--- config.mk ---
export PLATFORM = sky130hd
export DESIGN_NAME = positional_list_engine_core
export DESIGN_NICKNAME = d
export VERILOG_FILES = /design/src/rtl/core/ple_pkg.sv /design/src/rtl/core/ple_store.sv /design/src/rtl/core/ple_check.sv /design/src/rtl/core/ple_seq.sv /design/src/rtl/core/positional_list_engine_core.sv
export VERILOG_INCLUDE_DIRS = /design/src /design/src/rtl/core
export SDC_FILE = /design/constraint.sdc
export NUM_CORES = 2
export LEC_CHECK = 0
export BUFFER_PORTS_ARGS = -buffer_cell sky130_fd_sc_hd__clkbuf_2
export CORE_ASPECT_RATIO = 1.1
export CORE_UTILIZATION = 50
export CTS_CLUSTER_DIAMETER = 40
export DETAILED_ROUTE_END_ITERATION = 12
export HOLD_SLACK_MARGIN = 0.02
export PLACE_DENSITY_LB_ADDON = 0.08
export SLEW_MARGIN = 20
export SYNTH_ARGS = -nofsm -noshare
export SYNTH_HDL_FRONTEND = slang
export SYNTH_SLANG_ARGS = --single-unit
--- constraint.sdc ---
create_clock -name clk -period 7.2 [get_ports clk]
set_input_delay 0 -clock clk [delete_from_list [all_inputs] [get_ports clk]]
set_output_delay 0 -clock clk [all_outputs]
set_load 0.03 [all_outputs]
--- src/rtl/core/positional_list_engine_core_macros.svh ---
// ----------------------------------------------------------------------------
// positional list engine core assertion macros
// clocked checks on clk, held off while rst_n is low
// ----------------------------------------------------------------------------
`ifndef POSITIONAL_LIST_ENGINE_CORE_MACROS_SVH
`define POSITIONAL_LIST_ENGINE_CORE_MACROS_SVH

`ifndef SYNTHESIS

// condition must hold at every edge
`define PLE_ASSERT_ALWAYS(lbl, expr, msg) \
    lbl: assert property (@(posedge clk) disable iff (!rst_n) (expr)) else $error(msg);

// same-cycle implication
`define PLE_ASSERT_IMPL(lbl, ante, cons, msg) \
    lbl: assert property (@(posedge clk) disable iff (!rst_n) (ante) |-> (cons)) \
        else $error(msg);

// next-cycle implication
`define PLE_ASSERT_NEXT(lbl, ante, cons, msg) \
    lbl: assert property (@(posedge clk) disable iff (!rst_n) (ante) |=> (cons)) \
        else $error(msg);

`else

`define PLE_ASSERT_ALWAYS(lbl, expr, msg)
`define PLE_ASSERT_IMPL(lbl, ante, cons, msg)
`define PLE_ASSERT_NEXT(lbl, ante, cons, msg)

`endif

`endif

--- src/rtl/core/ple_pkg.sv ---
// ----------------------------------------------------------------------------
// ple_pkg
// shared types and codes of the positional list engine
// ----------------------------------------------------------------------------
package ple_pkg;

    localparam int POS_W = 7;
    localparam int VAL_W = 32;
    localparam int CNT_OUT_W = 7;

    localparam logic [1:0] MODE_INSERT = 2'd0;
    localparam logic [1:0] MODE_DELETE = 2'd1;
    localparam logic [1:0] MODE_READ   = 2'd2;

    typedef enum logic [1:0] {
        ST_OK     = 2'd0,
        ST_BADPOS = 2'd1,
        ST_FULL   = 2'd2
    } status_t;

    typedef struct packed {
        logic [1:0]              mode;
        logic [POS_W-1:0]        position;
        logic signed [VAL_W-1:0] value;
    } req_t;

    typedef struct packed {
        logic signed [VAL_W-1:0] read_value;
        logic [CNT_OUT_W-1:0]    entry_count;
        logic [1:0]              status;
    } res_t;

    typedef struct packed {
        status_t status;
        logic    op_ok;
        logic    no_shift;
    } chk_t;

endpackage

--- src/rtl/core/ple_store.sv ---
// ----------------------------------------------------------------------------
// ple_store
// entry memory: one write port, one read port, registered read data
// ----------------------------------------------------------------------------
module ple_store #(
    parameter int DEPTH = 64,
    parameter int AW    = 6
) (
    input  logic                            clk,
    input  logic                            we,
    input  logic [AW-1:0]                   waddr,
    input  logic signed [ple_pkg::VAL_W-1:0] wdata,
    input  logic                            re,
    input  logic [AW-1:0]                   raddr,
    output logic signed [ple_pkg::VAL_W-1:0] rdata
);

    logic signed [ple_pkg::VAL_W-1:0] mem_reg [DEPTH];
    logic signed [ple_pkg::VAL_W-1:0] rdata_reg;

    always_ff @(posedge clk)
    begin
        if (we)
        begin
            mem_reg[waddr] <= wdata;
        end
        if (re)
        begin
            rdata_reg <= mem_reg[raddr];
        end
    end

    assign rdata = rdata_reg;

endmodule

--- src/rtl/core/ple_check.sv ---
// ----------------------------------------------------------------------------
// ple_check
// request validation against the current entry count
// ----------------------------------------------------------------------------
module ple_check #(
    parameter int CAPACITY = 64,
    parameter int CW       = 7
) (
    input  ple_pkg::req_t   req,
    input  logic [CW-1:0]   count,
    output ple_pkg::chk_t   chk
);

    localparam int CMPW = (CW > ple_pkg::POS_W) ? CW : ple_pkg::POS_W;

    logic [CMPW-1:0] pos_x;
    logic [CMPW-1:0] cnt_x;
    logic [CMPW-1:0] cap_x;

    assign pos_x = CMPW'(req.position);
    assign cnt_x = CMPW'(count);
    assign cap_x = CMPW'(CAPACITY);

    always_comb
    begin
        chk.status   = ple_pkg::ST_BADPOS;
        chk.op_ok    = 1'b0;
        chk.no_shift = 1'b0;
        unique case (req.mode)
            ple_pkg::MODE_INSERT:
            begin
                if (pos_x > cnt_x)
                begin
                    chk.status = ple_pkg::ST_BADPOS;
                end
                else if (cnt_x >= cap_x)
                begin
                    chk.status = ple_pkg::ST_FULL;
                end
                else
                begin
                    chk.status   = ple_pkg::ST_OK;
                    chk.op_ok    = 1'b1;
                    chk.no_shift = (pos_x == cnt_x);
                end
            end
            ple_pkg::MODE_DELETE:
            begin
                if (pos_x < cnt_x)
                begin
                    chk.status   = ple_pkg::ST_OK;
                    chk.op_ok    = 1'b1;
                    chk.no_shift = ((pos_x + CMPW'(1)) == cnt_x);
                end
            end
            ple_pkg::MODE_READ:
            begin
                if (pos_x < cnt_x)
                begin
                    chk.status   = ple_pkg::ST_OK;
                    chk.op_ok    = 1'b1;
                    chk.no_shift = 1'b1;
                end
            end
            default:
            begin
                chk.status = ple_pkg::ST_BADPOS;
            end
        endcase
    end

endmodule

--- src/rtl/core/ple_seq.sv ---
// ----------------------------------------------------------------------------
// ple_seq
// request sequencer: entry count, shift walk through memory, result register
// ----------------------------------------------------------------------------
module ple_seq #(
    parameter int CW = 7,
    parameter int AW = 6
) (
    input  logic                             clk,
    input  logic                             rst_n,
    input  logic                             start,
    input  ple_pkg::req_t                    req,
    input  ple_pkg::chk_t                    chk,
    output logic [CW-1:0]                    count,
    output logic                             busy,
    output logic                             done,
    output ple_pkg::res_t                    res,
    output logic                             mem_we,
    output logic [AW-1:0]                    mem_waddr,
    output logic signed [ple_pkg::VAL_W-1:0] mem_wdata,
    output logic                             mem_re,
    output logic [AW-1:0]                    mem_raddr,
    input  logic signed [ple_pkg::VAL_W-1:0] mem_rdata
);

    typedef enum logic [3:0] {
        S_IDLE   = 4'b0001,
        S_READ   = 4'b0010,
        S_SHIFT  = 4'b0100,
        S_FINISH = 4'b1000
    } seq_state_t;

    seq_state_t state_reg, state_next;
    logic [CW-1:0] count_reg, count_next;
    logic done_reg, done_next;
    ple_pkg::res_t res_reg, res_next;
    logic [1:0] mode_reg, mode_next;
    logic [AW-1:0] pos_reg, pos_next;
    logic [AW-1:0] ra_reg, ra_next;
    logic signed [ple_pkg::VAL_W-1:0] value_reg, value_next;

    logic is_ins;
    logic last_move;
    logic [1:0] res_status;
    logic signed [ple_pkg::VAL_W-1:0] res_value;

    assign is_ins = (mode_reg == ple_pkg::MODE_INSERT);
    assign last_move = is_ins ? (ra_reg == pos_reg)
                              : ((CW'(ra_reg) + CW'(1)) == count_reg);

    always_comb
    begin
        state_next = state_reg;
        count_next = count_reg;
        mode_next  = mode_reg;
        pos_next   = pos_reg;
        ra_next    = ra_reg;
        value_next = value_reg;
        done_next  = 1'b0;
        res_status = ple_pkg::ST_OK;
        res_value  = '0;
        mem_we     = 1'b0;
        mem_waddr  = pos_reg;
        mem_wdata  = value_reg;
        mem_re     = 1'b0;
        mem_raddr  = ra_reg;

        unique case (state_reg)
            S_IDLE:
            begin
                if (start)
                begin
                    mode_next  = req.mode;
                    pos_next   = AW'(req.position);
                    value_next = req.value;
                    priority if (!chk.op_ok)
                    begin
                        done_next  = 1'b1;
                        res_status = chk.status;
                    end
                    else if (req.mode == ple_pkg::MODE_READ)
                    begin
                        mem_re     = 1'b1;
                        mem_raddr  = AW'(req.position);
                        state_next = S_READ;
                    end
                    else if (req.mode == ple_pkg::MODE_INSERT && chk.no_shift)
                    begin
                        mem_we     = 1'b1;
                        mem_waddr  = AW'(req.position);
                        mem_wdata  = req.value;
                        count_next = count_reg + CW'(1);
                        done_next  = 1'b1;
                    end
                    else if (req.mode == ple_pkg::MODE_INSERT)
                    begin
                        mem_re     = 1'b1;
                        mem_raddr  = AW'(count_reg - CW'(1));
                        ra_next    = AW'(count_reg - CW'(1));
                        state_next = S_SHIFT;
                    end
                    else if (chk.no_shift)
                    begin
                        count_next = count_reg - CW'(1);
                        done_next  = 1'b1;
                    end
                    else
                    begin
                        mem_re     = 1'b1;
                        mem_raddr  = AW'(req.position) + AW'(1);
                        ra_next    = AW'(req.position) + AW'(1);
                        state_next = S_SHIFT;
                    end
                end
            end
            S_READ:
            begin
                res_value  = mem_rdata;
                done_next  = 1'b1;
                state_next = S_IDLE;
            end
            S_SHIFT:
            begin
                mem_we    = 1'b1;
                mem_wdata = mem_rdata;
                mem_waddr = is_ins ? (ra_reg + AW'(1)) : (ra_reg - AW'(1));
                if (last_move)
                begin
                    state_next = S_FINISH;
                end
                else
                begin
                    mem_re    = 1'b1;
                    mem_raddr = is_ins ? (ra_reg - AW'(1)) : (ra_reg + AW'(1));
                    ra_next   = mem_raddr;
                end
            end
            S_FINISH:
            begin
                if (is_ins)
                begin
                    mem_we     = 1'b1;
                    mem_waddr  = pos_reg;
                    mem_wdata  = value_reg;
                    count_next = count_reg + CW'(1);
                end
                else
                begin
                    count_next = count_reg - CW'(1);
                end
                done_next  = 1'b1;
                state_next = S_IDLE;
            end
            default:
            begin
                state_next = S_IDLE;
            end
        endcase

        res_next             = res_reg;
        if (done_next)
        begin
            res_next.read_value  = res_value;
            res_next.entry_count = ple_pkg::CNT_OUT_W'(count_next);
            res_next.status      = res_status;
        end
    end

    always_ff @(posedge clk or negedge rst_n)
    begin
        if (!rst_n)
        begin
            state_reg <= S_IDLE;
            count_reg <= '0;
            done_reg  <= 1'b0;
        end
        else
        begin
            state_reg <= state_next;
            count_reg <= count_next;
            done_reg  <= done_next;
        end
    end

    always_ff @(posedge clk)
    begin
        res_reg   <= res_next;
        mode_reg  <= mode_next;
        pos_reg   <= pos_next;
        ra_reg    <= ra_next;
        value_reg <= value_next;
    end

    assign count = count_reg;
    assign busy  = (state_reg != S_IDLE);
    assign done  = done_reg;
    assign res   = res_reg;

endmodule

--- src/rtl/core/positional_list_engine_core.sv ---
// ----------------------------------------------------------------------------
// positional_list_engine_core
// bounded ordered list of signed words with insert, delete and read by position
// ----------------------------------------------------------------------------
// usage:
//   a request word (req) is taken at a clock edge where start is high and busy
//   is low. each request gives exactly one result word on res, shown for one
//   cycle with done high; the receiver cannot hold it off.
// sequence, from the accepting edge to the done cycle:
//   rejected request, insert at the tail, delete of the last entry: done is
//   shown in the cycle after; read: state S_READ (one synchronous memory read)
//   insert or delete at p: S_SHIFT walks the entries behind p, then S_FINISH
//   the shift walk moves one entry per cycle through the single memory
//   (read one place, write its neighbour).
// throughput: one request at a time; busy is high while the walk runs and a
//   new request may be taken in the same cycle that done is shown.
// reset: the list is empty; memory contents are left as they are and are
//   never read before being written.
// ----------------------------------------------------------------------------
`include "positional_list_engine_core_macros.svh"

module positional_list_engine_core #(
    parameter int CAPACITY = 64
) (
    input  logic          clk,
    input  logic          rst_n,
    input  logic          start,
    input  ple_pkg::req_t req,
    output logic          busy,
    output logic          done,
    output ple_pkg::res_t res
);

    localparam int CW = $clog2(CAPACITY + 1);
    localparam int AW = $clog2(CAPACITY);

    logic [CW-1:0] count;
    ple_pkg::chk_t chk;
    logic mem_we;
    logic mem_re;
    logic [AW-1:0] mem_waddr;
    logic [AW-1:0] mem_raddr;
    logic signed [ple_pkg::VAL_W-1:0] mem_wdata;
    logic signed [ple_pkg::VAL_W-1:0] mem_rdata;

    ple_check #(
        .CAPACITY (CAPACITY),
        .CW       (CW)
    ) u_check (
        .req   (req),
        .count (count),
        .chk   (chk)
    );

    ple_seq #(
        .CW (CW),
        .AW (AW)
    ) u_seq (
        .clk       (clk),
        .rst_n     (rst_n),
        .start     (start),
        .req       (req),
        .chk       (chk),
        .count     (count),
        .busy      (busy),
        .done      (done),
        .res       (res),
        .mem_we    (mem_we),
        .mem_waddr (mem_waddr),
        .mem_wdata (mem_wdata),
        .mem_re    (mem_re),
        .mem_raddr (mem_raddr),
        .mem_rdata (mem_rdata)
    );

    ple_store #(
        .DEPTH (CAPACITY),
        .AW    (AW)
    ) u_store (
        .clk   (clk),
        .we    (mem_we),
        .waddr (mem_waddr),
        .wdata (mem_wdata),
        .re    (mem_re),
        .raddr (mem_raddr),
        .rdata (mem_rdata)
    );

    // no read and write of the same entry in one cycle
    `PLE_ASSERT_ALWAYS(a_no_rw_clash, !(mem_we && mem_re && (mem_waddr == mem_raddr)), "memory read and write collide")
    `PLE_ASSERT_NEXT(a_accept_progress, start && !busy, busy || done, "accepted word made no progress")
    `PLE_ASSERT_IMPL(a_reject_zero, done && (res.status != ple_pkg::ST_OK), res.read_value == '0, "rejected word carries data")
    `PLE_ASSERT_IMPL(a_full_count, done && (res.status == ple_pkg::ST_FULL), res.entry_count == ple_pkg::CNT_OUT_W'(CAPACITY), "full status with list not full")

endmodule
# Word level (Yosys, flattened, before mapping)
# Memories as Yosys holds them, arrays and structs flattened. A register that Yosys moved wholly into a read port is not among the register bits.
# Cells that the tools add are included.
[op_classes]
mux = 72
n_lt_le_gt_ge = 3
n_addsub = 7
bitwise = 2
div_mod_pow = 0
eq_ne = 17
n_shift = 0
reduce_logical = 9
n_mul = 0
[ops]
columns = ["cell", "n"]
rows = [
  ["$mux W32", 4],
  ["$mux W6", 16],
  ["$pmux W32 S2", 1],
  ["$mux W7", 7],
  ["$pmux W6 S2", 3],
  ["$mux W4", 7],
  ["$eq A7 B7 Y1", 3],
  ["$mux W1", 21],
  ["$add A7 B1 Y7 const B", 2],
  ["$pmux W7 S2", 1],
  ["$add A6 B1 Y6 const B", 2],
  ["$pmux W2 S3", 2],
  ["$mux W2", 4],
  ["$pmux W4 S2", 1],
  ["$add A6 B1 Y7 const B", 1],
  ["$ge A7 B7 Y1 const B", 1],
  ["$gt A7 B7 Y1", 1],
  ["$lt A7 B7 Y1", 1],
  ["$sub A7 B1 Y7 const B", 1],
  ["$eq A6 B6 Y1", 1],
  ["$mux W3", 2],
  ["$sub A6 B1 Y6 const B", 1],
  ["$reduce_and A5 Y1", 1],
  ["$eq A4 B1 Y1 const B", 1],
  ["other kinds (20)", 25],
]
[word_totals]
elab_cells = 121
latchBits = 0
romBits = 0
output_inout_bits = 43
ramBits = 2048
mem_count = 1
in_bits = 44
regBits = 99
[memory_table]
columns = ["memory", "depth", "width", "read_ports", "rd_clocked_by_memory_dff", "wr", "line_no", "source"]
rows = [
  ["u_store.mem_reg", 64, 32, 1, 1, 1, "ple_store.sv:18", "logic signed [ple_pkg::VAL_W-1:0] mem_reg [DEPTH];"],
]

# Logic depth before layout (Yosys ltp)
[depth]
ltp_word = 12
depth_mapped = 20
mapped_depth_nobuf = 14

# Hierarchy
# From an unflattened synthesis, not the netlist that was laid out.
[unflattened]
hier_cells = 3911
area_unflattened_um2 = 84820.1
[by_module_without_submodules]
columns = ["module", "area_each_um2", "instances", "seq_area_each_um2", "cells_each"]
rows = [
  ["ple_store", 78883.2, 1, 62459.9, 3325],
  ["ple_seq", 5495.3, 1, 2914.0, 525],
  ["ple_check", 441.7, 1, 0.0, 61],
]

# Worst setup path after synthesis
# Ideal clock, no wire load.
[synth_timing]
path_kind = "register -> register"
start = "register u_seq.count_reg[5], in the netlist u_seq.count[5]"
end = "memory u_store.mem_reg[35][0] (netlist name), enable pin"
arrival_time_ns = 4.642
path_stages_with_launch = 16
period_less_slack_ns = 5.063
slack_ns = 2.137
n_path_buf = 3
required_time_ns = 6.779
setup_time_ns = 0.421
path_cell_list = "dfrtp_1 -> clkbuf_1 -> inv_1 -> ha_1 -> nand4_1 -> or2_2 -> o22a_1 -> nor2_1 -> and3_1 -> clkbuf_1 -> buf_1 -> a221oi_1 -> or2_2 -> nor2_1 -> nand2_1 -> nor2_1"
[synth_via]
elab_chain_cells = 12
word_cells_on_any_way = 23
cone_classes = "order compare (3); eq/ne (2); mux (17); reduce/logical (1)"
[synth_rtl]
columns = ["element", "line_no", "source"]
rows = [
  ["from (decl)", "ple_seq.sv:34", "logic [CW-1:0] count_reg, count_next;"],
  ["from (signal assigned)", "ple_seq.sv:180", "count_reg <= count_next;"],
  ["$ge A7 B7 Y1 or $eq A7 B7 Y1 (tied branches)", "ple_check.sv:36, ple_check.sv:44", ""],
  ["$mux W2", "ple_check.sv:36", "else if (cnt_x >= cap_x)"],
  ["$mux W2", "ple_check.sv:32", "if (pos_x > cnt_x)"],
  ["$pmux W2 S3 (*)", "ple_check.sv:29", "unique case (req.mode)"],
  ["$logic_and A1 B1 Y1", "ple_seq.sv:87", "else if (req.mode == ple_pkg::MODE_INSERT && chk.no_shift)"],
  ["$mux W1", "ple_seq.sv:87", ""],
  ["$mux W1", "ple_seq.sv:81", "else if (req.mode == ple_pkg::MODE_READ)"],
  ["$mux W1", "ple_seq.sv:76", "priority if (!chk.op_ok)"],
  ["$mux W1", "ple_seq.sv:71", "if (start)"],
  ["$pmux W1 S3", "ple_seq.sv:68", "unique case (state_reg)"],
  ["$mux W1", "ple_store.sv:23", "if (we)"],
  ["$mux W1 (not written as such)", "ple_store.sv:25", "mem_reg[waddr] <= wdata;"],
  ["to (decl)", "ple_store.sv:18", ""],
]
# Every way passes the cells marked *; elsewhere a longest branch is shown, timed or not.

# Worst setup path after layout
[layout_timing]
start = "register u_seq.ra_reg[0]"
end = "register u_store.rdata_reg, in the netlist u_store.rdata[7], read port of u_store.mem_reg, data pin"
[layout_via]
elab_chain_cells = 7
word_cells_on_any_way = 17
cone_classes = "add/sub (3); eq/ne (2); mux (12)"
[layout_rtl]
columns = ["element", "line_no", "source"]
rows = [
  ["from (decl)", "ple_seq.sv:39", "logic [AW-1:0] ra_reg, ra_next;"],
  ["from (signal assigned)", "ple_seq.sv:190", "ra_reg <= ra_next;"],
  ["branches (longest 7 deep; another with $add A6 B1 Y7)", "-", ""],
  ["to (decl)", "ple_store.sv:19", "logic signed [ple_pkg::VAL_W-1:0] rdata_reg;"],
]
# Parallel ways; which one is timed is not known.
# A chain may end at the register's enable or synchronous reset.

==> reports/results.tsv <==
metric	value	unit
drc_errors	0	
fmax	0.153	GHz
setup_viol	0	
p_total	37400	uW
maxCapViolations	0	
synth_area_per_cell	15.0	sq um
drv_slew	0	
clk_latency	0.93	ns
min_period_over_period	90.8	%
layout_commonest_cell	edfxtp_1	
synth_warnings	0	
rsz0062_at_grt	false	
timing.reg2reg.setup_slack	0.66	ns
yosys.cell_types.count	79	
die_width	397	microns
synth_seq_cells	2179	
hold_end	u_seq.pos_reg[1]$_DFFE_PP_	
largest_reg_flops	2048	
seq_area_frac_synth	76.0	%
cts_tree	yes	
clock_path_buffers	4	
holdPathStages	2	
hp-class	in -> reg	
finish.instance_area	100000	sq um
die_h	437	microns
htree_levels	5	
wl_per_cell	30.1	microns
cts_inserted_buffers	284	
ys.flop_type	edfxtp_1	
post_dp_cell_area	90200	sq um
max-slew-margin-rel	17.0	%
final_cell_mix	edfxtp_1, nand2_1, mux2i_1	
rows	159	
cp-start-kind	register	
reg2reg_to	u_store.rdata[7]$_DFFE_PP_	
root_buffer	clkbuf_16	
p_leak	0.0339	uW
initial_utilization	50.4	%
clkTransAtPathRegs	0.06	ns
cts-resized-gates	0	
power_density	374	nW/um^2
path_max_fanout	39	
post_route_cells_drive_above_1_share	13.7	%
synthCells	5726	
via_count	52806	
grt_start_max_net_pins	104	
finalCoreUtilization	58.7	%
drtPass1Iterations	6	
rr_worst_depth	14	
synth_nets	5782	
wl	255000	microns
gp_congestion	0.896	
grt_pass1_wl	365000	microns
avgViaCountPerCell	6.22	
min_from	req[33]	
portBuffers	86	
postRouteAntennaNets	0	
end_kind	register	
die_area	174000	sq um
final.min_clock_period	6.54	ns
r2r-start	u_seq.ra_reg[0]$_DFFE_PP_	
dp.cells	7920	
peakVddDrop	0.286	mV
antenna_found_initial	12	
cts_sinks	2179	
cp.arrival	7.07	ns
drt-initial-drc-count	6386	
setup_tns	0	ns
grt_usage	29.2	%
nNetsFinal	6086	
netlist_area	86000	sq um
coreArea	171000	sq um
hpwl	144000	microns
io_pins	87	
tightest_slew	1.23	ns
area_growth	16.4	%
fin_cells	8484	
grt_pass1_vias	50675	
cp.required	7.73	ns
overflow	0	
synth_edf_count	2167	
crit_type	reg -> reg	
hold_viol	0	
synthArstFlopShare	0.551	%
skew	0.0494	ns
status	finished clean	
## kinds of logic (layout without fill, tap and decap cells)
kind of cell | after synthesis | after routing | synth area share, %
DFF | 2179 | 2179 | 76.0
buffers and inverters | 383 | 885 | 2.11
xor gates and xnor gates | 38 | 38 | 0.419
adders and majority gates | 12 | 12 | 0.175
and+or+nand+nor | 2085 | 2085 | 10.6
AOI/OAI and AO/OA | 616 | 616 | 5.88
muxes | 413 | 413 | 4.81
other | 0 | 2 | 0
## how the worst max path moves through the flow
stage	startpoint	end	cells past startpoint
global placement	u_seq.ra_reg[0]$_DFFE_PP_	u_store.rdata[7]$_DFFE_PP_	14
CTS	u_seq.ra_reg[0]$_DFFE_PP_	u_store.rdata[7]$_DFFE_PP_	14
floorplan	u_seq.count[5]$_DFF_PN0_	u_store.mem_reg[35][0]$_DFFE_PP_	15
finish	u_seq.ra_reg[0]$_DFFE_PP_	u_store.rdata[7]$_DFFE_PP_	14
detailed placement	u_seq.ra_reg[0]$_DFFE_PP_	u_store.rdata[7]$_DFFE_PP_	14
global route	u_seq.ra_reg[0]$_DFFE_PP_	u_store.rdata[7]$_DFFE_PP_	14
## synth_stat cells, types with 9 or more instances
master	instances	area share, %
mux2i_1	413	4.8
buf_4	19	0.17
a32oi_1	410	4.2
a22oi_1	42	0.37
xnor2_1	24	0.24
nand3_1	314	1.8
and2_1	40	0.29
a21oi_1	30	0.17
nand4_1	123	0.90
nor2_1	104	0.45
nor3_1	15	0.087
dfrtp_1	11	0.32
o21ai_0	28	0.16
ha_1	12	0.17
o221ai_1	9	0.092
and4_1	25	0.25
buf_2	159	0.93
buf_6	14	0.18
inv_1	16	0.070
nand2b_1	10	0.073
and3_1	36	0.26
buf_1	16	0.070
a31oi_1	40	0.29
xor2_1	12	0.12
clkbuf_1	155	0.68
edfxtp_1	2167	76
nand2_1	1367	6.0
## critical path: stages (launching register included)
cell      delay [ns]
edfxtp_1        0.56
ha_1            0.36
and3b_1         0.20
o221ai_1        0.18
o31ai_1         0.13
a31oi_1         0.82
nand2_1         0.34
mux2i_1         0.20
a31oi_2         0.76
nor2b_4         0.64
buf_4           0.66
a32oi_1         0.19
and3_1          0.22
a31oi_1         0.44
nand4_1         0.43
## through the flow
stage,hold WS [ns],setup slack (ns)
3_5_place_dp,-0.0485,0.782
2_1_floorplan,-0.296,2.14
3_3_place_gp,-0.0442,0.892
6_report,0.0938,0.661
5_1_grt,0.0968,0.362
4_1_cts,0.0265,0.774
## area by class of cell
| class | count | area, sq um |
|---|---|---|
| fillers | 13198 | 70600 |
| flip-flops and latches | 2179 | 65400 |
| multi-input cells | 3164 | 19500 |
| clock buffers | 337 | 7540 |
| repair buffers | 382 | 3270 |
| well taps | 2254 | 2820 |
| clock inverters | 147 | 1560 |
| inverters | 19 | 71.3 |
| diodes | 2 | 5.00 |
## routing by layer
layer  up-vias  share of wire (%)  track usage [%]
met5         -                  0                0
met4         0                2.2             7.41
met3       392                7.7             4.59
met2      2453                 47             46.2
met1     27261                 43             42.4
li1      22700                  -                -
## power by group
part / total, uW / internal (uW) / switching [uW]
Combinational: 8670 / 2530 / 6140
Clock: 13800 / 8450 / 5320
Sequential: 15000 / 14800 / 181
## timing repair
action / 4_1_cts / 5_1_grt
hold buffers: 78 / 0
buffers inserted: 0 / 0
hold endpoints to repair: 775 / 0
setup endpoints to repair: 0 / 0
(Power assumes the default switching activity.)
